### src/design/udcps_pkg.sv
package udcps_pkg;

  // Counter range and the value the count wraps to on a downward step from zero.
  localparam int unsigned CountDepth = 100;
  localparam logic [6:0]  CountTop   = 7'd99;

  // Temperature mapping: (code - Offset) * Gain / Divisor - Base.
  localparam int unsigned TempCodeOffset = 20;
  localparam int unsigned TempGain       = 165;
  localparam int unsigned TempDivisor    = 338;
  localparam int unsigned TempBase       = 40;

  // Reciprocal scale: the quotient is (magnitude * TempScale) >> TempShift.
  // Rounding the scale up is exact for every magnitude below 1024.
  localparam int unsigned TempShift = 20;
  localparam int unsigned TempScale =
      ((TempGain << TempShift) + TempDivisor - 1) / TempDivisor;
  localparam int unsigned TempScaleW = $clog2(TempScale + 1);

  typedef logic [6:0]                 count_t;
  typedef count_t [CountDepth-1:0]    count_tab_t;
  typedef logic [3:0]                 digit_t;
  typedef digit_t [CountDepth-1:0]    digit_tab_t;
  typedef logic [6:0]                 segments_t;

  // Segment patterns a..g for the decimal digits, bit 0 is segment a.
  localparam segments_t [9:0] SegTable = {
    7'h6F, 7'h7F, 7'h07, 7'h7D, 7'h6D, 7'h66, 7'h4F, 7'h5B, 7'h06, 7'h3F
  };

  // Trial division by repeated subtraction, evaluated at elaboration only.
  function automatic logic is_prime_f(int unsigned v);
    logic        prime;
    int unsigned rem;
    prime = (v >= 2);
    for (int unsigned d = 2; d * d <= v; d++) begin
      rem = v;
      while (rem >= d) begin
        rem = rem - d;
      end
      if (rem == 0) begin
        prime = 1'b0;
      end
    end
    return prime;
  endfunction

  // One wrapping step by one in the given direction.
  function automatic int unsigned step_one_f(int unsigned v, logic dir_up);
    int unsigned n;
    if (dir_up) begin
      n = (v >= CountDepth - 1) ? 0 : v + 1;
    end else begin
      n = (v == 0) ? CountDepth - 1 : v - 1;
    end
    return n;
  endfunction

  // Table of the adjacent prime in one direction for every count, with wrap.
  function automatic count_tab_t build_prime_step_f(logic dir_up);
    count_tab_t  tab;
    int unsigned n;
    logic        found;
    for (int unsigned v = 0; v < CountDepth; v++) begin
      n     = v;
      found = 1'b0;
      for (int unsigned g = 0; g <= CountDepth; g++) begin
        if (!found) begin
          n     = step_one_f(n, dir_up);
          found = is_prime_f(n);
        end
      end
      tab[v] = count_t'(n);
    end
    return tab;
  endfunction

  function automatic logic [CountDepth-1:0] build_prime_flags_f();
    logic [CountDepth-1:0] flags;
    for (int unsigned v = 0; v < CountDepth; v++) begin
      flags[v] = is_prime_f(v);
    end
    return flags;
  endfunction

  // Decimal digit tables: tens when sel_tens is set, units otherwise.
  function automatic digit_tab_t build_digit_f(logic sel_tens);
    digit_tab_t  tab;
    int unsigned tens;
    int unsigned units;
    for (int unsigned v = 0; v < CountDepth; v++) begin
      tens  = 0;
      units = v;
      while (units >= 10) begin
        units = units - 10;
        tens  = tens + 1;
      end
      tab[v] = sel_tens ? digit_t'(tens) : digit_t'(units);
    end
    return tab;
  endfunction

  localparam count_tab_t            NextPrime  = build_prime_step_f(1'b1);
  localparam count_tab_t            PrevPrime  = build_prime_step_f(1'b0);
  localparam logic [CountDepth-1:0] PrimeFlags = build_prime_flags_f();
  localparam digit_tab_t            TensDigit  = build_digit_f(1'b1);
  localparam digit_tab_t            UnitsDigit = build_digit_f(1'b0);

endpackage

### src/design/updown_counter_prime_step_display.sv
// Channel   Direction  Handshake               Payload
// input     in         in_valid_i / in_stall_o up_level_i, down_level_i, prime_mode_i,
//                                              sensor_code_i[9:0]
// result    out        out_valid_o/out_stall_i count_value_o[6:0], units_segments_o[6:0],
//                                              tens_segments_o[6:0], temperature_o[9:0]
//
// Every accepted beat yields one result beat; it is held first in the input register,
// then in the result register. A beat can be accepted in every cycle unless in_stall_o
// is raised; the single multiplier of the temperature path and the prime tables sit between them.
// Reset puts the count at zero and both previous button levels at released.
// A stall on the result side holds the result register, then the input register, and
// then raises in_stall_o; no beat is dropped.
module updown_counter_prime_step_display (
  input  logic              clk_i,
  input  logic              rst_ni,
  input  logic              in_valid_i,
  output logic              in_stall_o,
  input  logic              up_level_i,
  input  logic              down_level_i,
  input  logic              prime_mode_i,
  input  logic [9:0]        sensor_code_i,
  output logic              out_valid_o,
  input  logic              out_stall_i,
  output logic [6:0]        count_value_o,
  output logic [6:0]        units_segments_o,
  output logic [6:0]        tens_segments_o,
  output logic signed [9:0] temperature_o
);

  localparam int unsigned ProdW = 10 + udcps_pkg::TempScaleW;

  // Handshake and pipeline control.
  logic in_accept;
  logic s2_ready;
  logic s1_adv;
  logic s1_valid_q, s1_valid_d;
  logic out_valid_q, out_valid_d;

  // Input register payload.
  logic       up_q;
  logic       down_q;
  logic       prime_q;
  logic [9:0] code_q;

  // Counter state.
  udcps_pkg::count_t count_q, count_d;
  logic              up_prev_q, up_prev_d;
  logic              down_prev_q, down_prev_d;

  // Combinational step and result logic.
  logic                 up_edge;
  logic                 down_edge;
  udcps_pkg::count_t    step_plain;
  udcps_pkg::count_t    step_prime;
  logic                 code_low;
  logic [9:0]           temp_mag;
  logic [ProdW-1:0]     temp_prod;
  logic [8:0]           temp_quot;
  logic signed [10:0]   temp_signed;
  logic signed [10:0]   temp_full;
  udcps_pkg::segments_t units_seg_d;
  udcps_pkg::segments_t tens_seg_d;

  // Result register payload.
  udcps_pkg::count_t    out_count_q;
  udcps_pkg::segments_t out_units_q;
  udcps_pkg::segments_t out_tens_q;
  logic signed [9:0]    out_temp_q;

  // The result register frees up when empty or when its beat is taken.
  assign s2_ready    = !out_valid_q || !out_stall_i;
  assign s1_adv      = s1_valid_q && s2_ready;
  assign in_stall_o  = s1_valid_q && !s2_ready;
  assign in_accept   = in_valid_i && !in_stall_o;
  assign s1_valid_d  = in_accept || (s1_valid_q && !s1_adv);
  assign out_valid_d = s2_ready ? s1_valid_q : out_valid_q;

  always_ff @(posedge clk_i or negedge rst_ni) begin
    if (!rst_ni) begin
      s1_valid_q  <= 1'b0;
      out_valid_q <= 1'b0;
    end else begin
      s1_valid_q  <= s1_valid_d;
      out_valid_q <= out_valid_d;
    end
  end

  // Input register.
  always_ff @(posedge clk_i) begin
    if (in_accept) begin
      up_q    <= up_level_i;
      down_q  <= down_level_i;
      prime_q <= prime_mode_i;
      code_q  <= sensor_code_i;
    end
  end

  // Button edges against the previous sample; up wins over down.
  assign up_edge   = !up_q && up_prev_q;
  assign down_edge = !down_q && down_prev_q;

  always_comb begin
    if (up_edge) begin
      step_plain = (count_q >= udcps_pkg::CountTop) ? '0 : count_q + 7'd1;
      step_prime = udcps_pkg::NextPrime[count_q];
    end else begin
      step_plain = (count_q == '0) ? udcps_pkg::CountTop : count_q - 7'd1;
      step_prime = udcps_pkg::PrevPrime[count_q];
    end
  end

  // State advances only when a beat moves into the result register.
  always_comb begin
    count_d     = count_q;
    up_prev_d   = up_prev_q;
    down_prev_d = down_prev_q;
    if (s1_adv) begin
      up_prev_d   = up_q;
      down_prev_d = down_q;
      if (up_edge || down_edge) begin
        count_d = prime_q ? step_prime : step_plain;
      end
    end
  end

  always_ff @(posedge clk_i or negedge rst_ni) begin
    if (!rst_ni) begin
      count_q     <= '0;
      up_prev_q   <= 1'b1;
      down_prev_q <= 1'b1;
    end else begin
      count_q     <= count_d;
      up_prev_q   <= up_prev_d;
      down_prev_q <= down_prev_d;
    end
  end

  // Segment patterns of the new count.
  assign units_seg_d = udcps_pkg::SegTable[udcps_pkg::UnitsDigit[count_d]];
  assign tens_seg_d  = udcps_pkg::SegTable[udcps_pkg::TensDigit[count_d]];

  // Temperature: divide the magnitude by reciprocal multiply, then restore the sign
  // so that the quotient truncates toward zero.
  assign code_low  = code_q < 10'(udcps_pkg::TempCodeOffset);
  assign temp_mag  = code_low ? 10'(udcps_pkg::TempCodeOffset) - code_q
                              : code_q - 10'(udcps_pkg::TempCodeOffset);
  assign temp_prod = ProdW'(temp_mag) * ProdW'(udcps_pkg::TempScale);
  assign temp_quot = temp_prod[udcps_pkg::TempShift +: 9];

  always_comb begin
    temp_signed = code_low ? -$signed({2'b00, temp_quot}) : $signed({2'b00, temp_quot});
    temp_full   = temp_signed - $signed(11'(udcps_pkg::TempBase));
  end

  // Result register.
  always_ff @(posedge clk_i) begin
    if (s1_adv) begin
      out_count_q <= count_d;
      out_units_q <= units_seg_d;
      out_tens_q  <= tens_seg_d;
      out_temp_q  <= temp_full[9:0];
    end
  end

  assign out_valid_o      = out_valid_q;
  assign count_value_o    = out_count_q;
  assign units_segments_o = out_units_q;
  assign tens_segments_o  = out_tens_q;
  assign temperature_o    = out_temp_q;

  // The count never leaves its range.
  a_count_range: assert property (@(posedge clk_i) disable iff (!rst_ni)
    count_q <= udcps_pkg::CountTop)
    else $error("count out of range");

  // The input side is held off only while the input register is occupied.
  a_stall_full: assert property (@(posedge clk_i) disable iff (!rst_ni)
    in_stall_o |-> s1_valid_q)
    else $error("input stalled with empty input register");

  // The count only moves when a beat advances with a button edge.
  a_count_hold: assert property (@(posedge clk_i) disable iff (!rst_ni)
    (!s1_adv || (!up_edge && !down_edge)) |=> $stable(count_q))
    else $error("count changed without a step");

  // A step in prime mode always lands on a prime.
  a_prime_land: assert property (@(posedge clk_i) disable iff (!rst_ni)
    (s1_adv && prime_q && (up_edge || down_edge)) |=> udcps_pkg::PrimeFlags[count_q])
    else $error("prime step landed on a non-prime");

  // The result register takes the new count with the beat.
  a_out_count: assert property (@(posedge clk_i) disable iff (!rst_ni)
    s1_adv |=> (out_valid_q && out_count_q == count_q))
    else $error("result count differs from state");

endmodule

### config.mk
export PLATFORM = sky130hd
export DESIGN_NAME = updown_counter_prime_step_display
export DESIGN_NICKNAME = d
export VERILOG_FILES = /design/src/design/udcps_pkg.sv /design/src/design/updown_counter_prime_step_display.sv
export SDC_FILE = /design/constraint.sdc
export NUM_CORES = 1
export LEC_CHECK = 0
export ABC_AREA = 1
export BUFFER_PORTS_ARGS = -buffer_cell sky130_fd_sc_hd__buf_2
export CAP_MARGIN = 20
export CELL_PAD_IN_SITES_DETAIL_PLACEMENT = 1
export CELL_PAD_IN_SITES_GLOBAL_PLACEMENT = 1
export CORE_UTILIZATION = 47
export CTS_CLUSTER_DIAMETER = 30
export CTS_CLUSTER_SIZE = 30
export DETAILED_ROUTE_END_ITERATION = 16
export GPL_ROUTABILITY_DRIVEN = 0
export GPL_TIMING_DRIVEN = 0
export PLACE_DENSITY_LB_ADDON = 0.2
export SLEW_MARGIN = 20
export SYNTH_ARGS = -nofsm -noshare
export SYNTH_HDL_FRONTEND = slang
export SYNTH_SLANG_ARGS = --single-unit
### constraint.sdc
create_clock -name clk_i -period 10.2 [get_ports clk_i]
set_input_delay 0.51 -clock clk_i [delete_from_list [all_inputs] [get_ports clk_i]]
set_output_delay 0.51 -clock clk_i [all_outputs]
set_load 0.05 [all_outputs]
==> flow_summary.toml <==
[run_status]
outcome = "finished clean"

[floorplanning]
fp.dieW_um = 133
dieArea_um2 = 17700
rows = 47
start_util_pct = 48.4
core_area_um2 = 16600
ios = 50
chipHeight_um = 133

[critical_path]
cp-end-kind = "register"
critPathMaxStageDelay_ns = 0.64
critPathKind = "reg -> reg"
critPathSlowestCell = "fa_1"
cp_common_cell = "nand2_1"
rr_worst_depth = 38
crit_fanout = 10
arrival_ns = 8.70
crit_required_ns = 10.26
cp-start-kind = "register"

[sta]
timing.slew.headroom_pct = 42.6
skew_ns = 0.0159
worstMarginPinSlew_ns = 0.852
hold_viol = 0
rsz0062_at_grt = "false"
clock.fmax_mhz = 116
fin_setup_tns_ns = 0
fin_crit_ns = 8.63
min_period_over_period_pct = 84.6
setup_viol = 0
slew_violations = 0

[yosys]
syn_avg_cell_area_um2 = 7.22
syn_inst = 1116
netlist.area_leader.share_pct = 16.4
synth_ff_type = "edfxtp_1"
synth_seq_cells = 55
synth_edf_count = 44
ys_warn_count = 0
syn_area_um2 = 8050
ys_types = 40
async_flop_share_pct = 20.0
synth_nets = 1291
yosys-top-cells-count = "nand2_1, inv_1, ha_1"
yosys-top-cells-area = "edfxtp_1, ha_1, nand2_1, fa_1, inv_1"
yosysMostFrequentCell = "nand2_1"
yosysTopAreaCell = "edfxtp_1"
seq_area_frac_synth_pct = 19.9

[detailed_routing]
vias = 7471
route.detailed.drc = 0
drt_iter0_markers = 266
drtPass1Iterations = 4
via_per_inst = 5.36
routed_wl_um = 24100
wire_per_inst_um = 17.3
drtAntennaViolNets = 0

[clock_network]
insertion_delay_ns = 0.31
root_buffer = "clkbuf_16"
cts_buffers = 5
cts_hold_buf = 0
clkTransAtPathRegs_ns = 0.08
post_cts_resized = 0
cts_num_sinks = 55
htree_levels = 2
cts_tree = "yes"
clk_path_buf_depth = 2
cts_setup_buffers = 0

[layout]
drive_gt1_share_pct = 10.3
fillers = 2198
area_delta_synth_final_pct = 8.81
fin_nets = 1348
diodes = 0

[global_routing]
grt_pass1_vias = 8054
grt_pass1_wl_um = 39800
antenna_found_initial = 0
grt_usage_pct = 28.4
grt_overflow_total = 0
grt_max_degree = 27

[placed_design]
io_buffers = 49
dpl.hpwl_um = 20400

[flow_run]
drv_cap = 0

[hold_path]
hold_class = "in -> async"
## through the flow
step | hold WS [ns] | cells | setup slack, ns | cell area (µm²) | utilization (%)
after floorplan | 0.214 | 1116 | 3.01 | 8050 | -
after global placement | 0.420 | 1385 | 1.97 | 8570 | 51.5
after detailed placement | 0.424 | 1386 | 1.65 | 8610 | 51.7
after CTS | 0.0894 | 1394 | 1.53 | 8760 | 52.7
after global routing | 0.101 | 1394 | 0.934 | 8760 | 52.7
final | 0.0843 | 1394 | 1.57 | 8760 | 52.7
## area by class of cell
class                   instances  area (µm²)  share of cell area (%)
plain buffers                  17         109                    1.24
clock buffers                   6         139                    1.58
clock inverters                 2        17.5                   0.200
inverters                     217         815                    9.29
multi-input cells             827        5540                    63.2
flip-flops and latches         55        1600                    18.2
well taps                     220         275                    3.14
repair buffers                 50         273                    3.11
## logic make-up after synthesis
logic type	Yosys count	synth area share (%)
simple gates	517	27.5
compound gates	133	9.68
buf+inv	234	11.5
fa+ha+maj	158	29.5
xor+xnor	19	2.07
flops	55	19.9
## state kept, by name, indices dropped and copies added (netlist names)
register / flops
tens_segments_o: 7
count_value_o: 7
units_segments_o: 7
s1_valid_q: 1
down_q: 1
code_q: 10
up_prev_q: 1
prime_q: 1
temperature_o: 10
down_prev_q: 1
out_valid_o: 1
count_q: 7
up_q: 1
## metal layers
layer	share of wire, %	GRT usage, %
met3	2.1	2.38
met5	0	0
met4	3.0	9.26
met2	53	53.8
met1	42	33.5
## path summary, 6_finish.rpt
check                           slack (ns)                          to               startpoint
worst max-delay path                  1.57  temperature_o[9]$_DFFE_PP_      code_q[2]$_DFFE_PP_
worst min-delay path                  0.08     out_valid_o$_DFFE_PN0P_                   rst_ni
worst max register to register        1.57  temperature_o[9]$_DFFE_PP_      code_q[2]$_DFFE_PP_
worst min register to register        0.50     down_prev_q$_DFFE_PN1P_  down_prev_q$_DFFE_PN1P_
max in group asynchronous             9.82     down_prev_q$_DFFE_PN1P_                   rst_ni
min in group clk_i                    0.38         code_q[7]$_DFFE_PP_         sensor_code_i[7]
## critical path: cells and delay by family, from the launching register on
| family | cells | cell delay (ns) |
|---|---|---|
| fa+ha+maj | 8 | 3.49 |
| simple gates | 18 | 2.13 |
| buf+inv | 9 | 1.37 |
| xor+xnor | 2 | 0.71 |
| flops | 1 | 0.47 |
| compound gates | 1 | 0.21 |
## layout by cell type (no fill, tap or decap), drive strengths merged, types with 10 or more instances in the layout
cell type	n
a21oi	47
buf	64
edfxtp	44
fa	53
ha	105
inv	219
nand2	300
nand3	101
nand4	10
nor2	81
nor3	10
o21ai	61
xor2	16
Power is left out: the tool's default activity adds up to more than one toggle a clock period on the data nets, which glitch-free logic cannot reach.
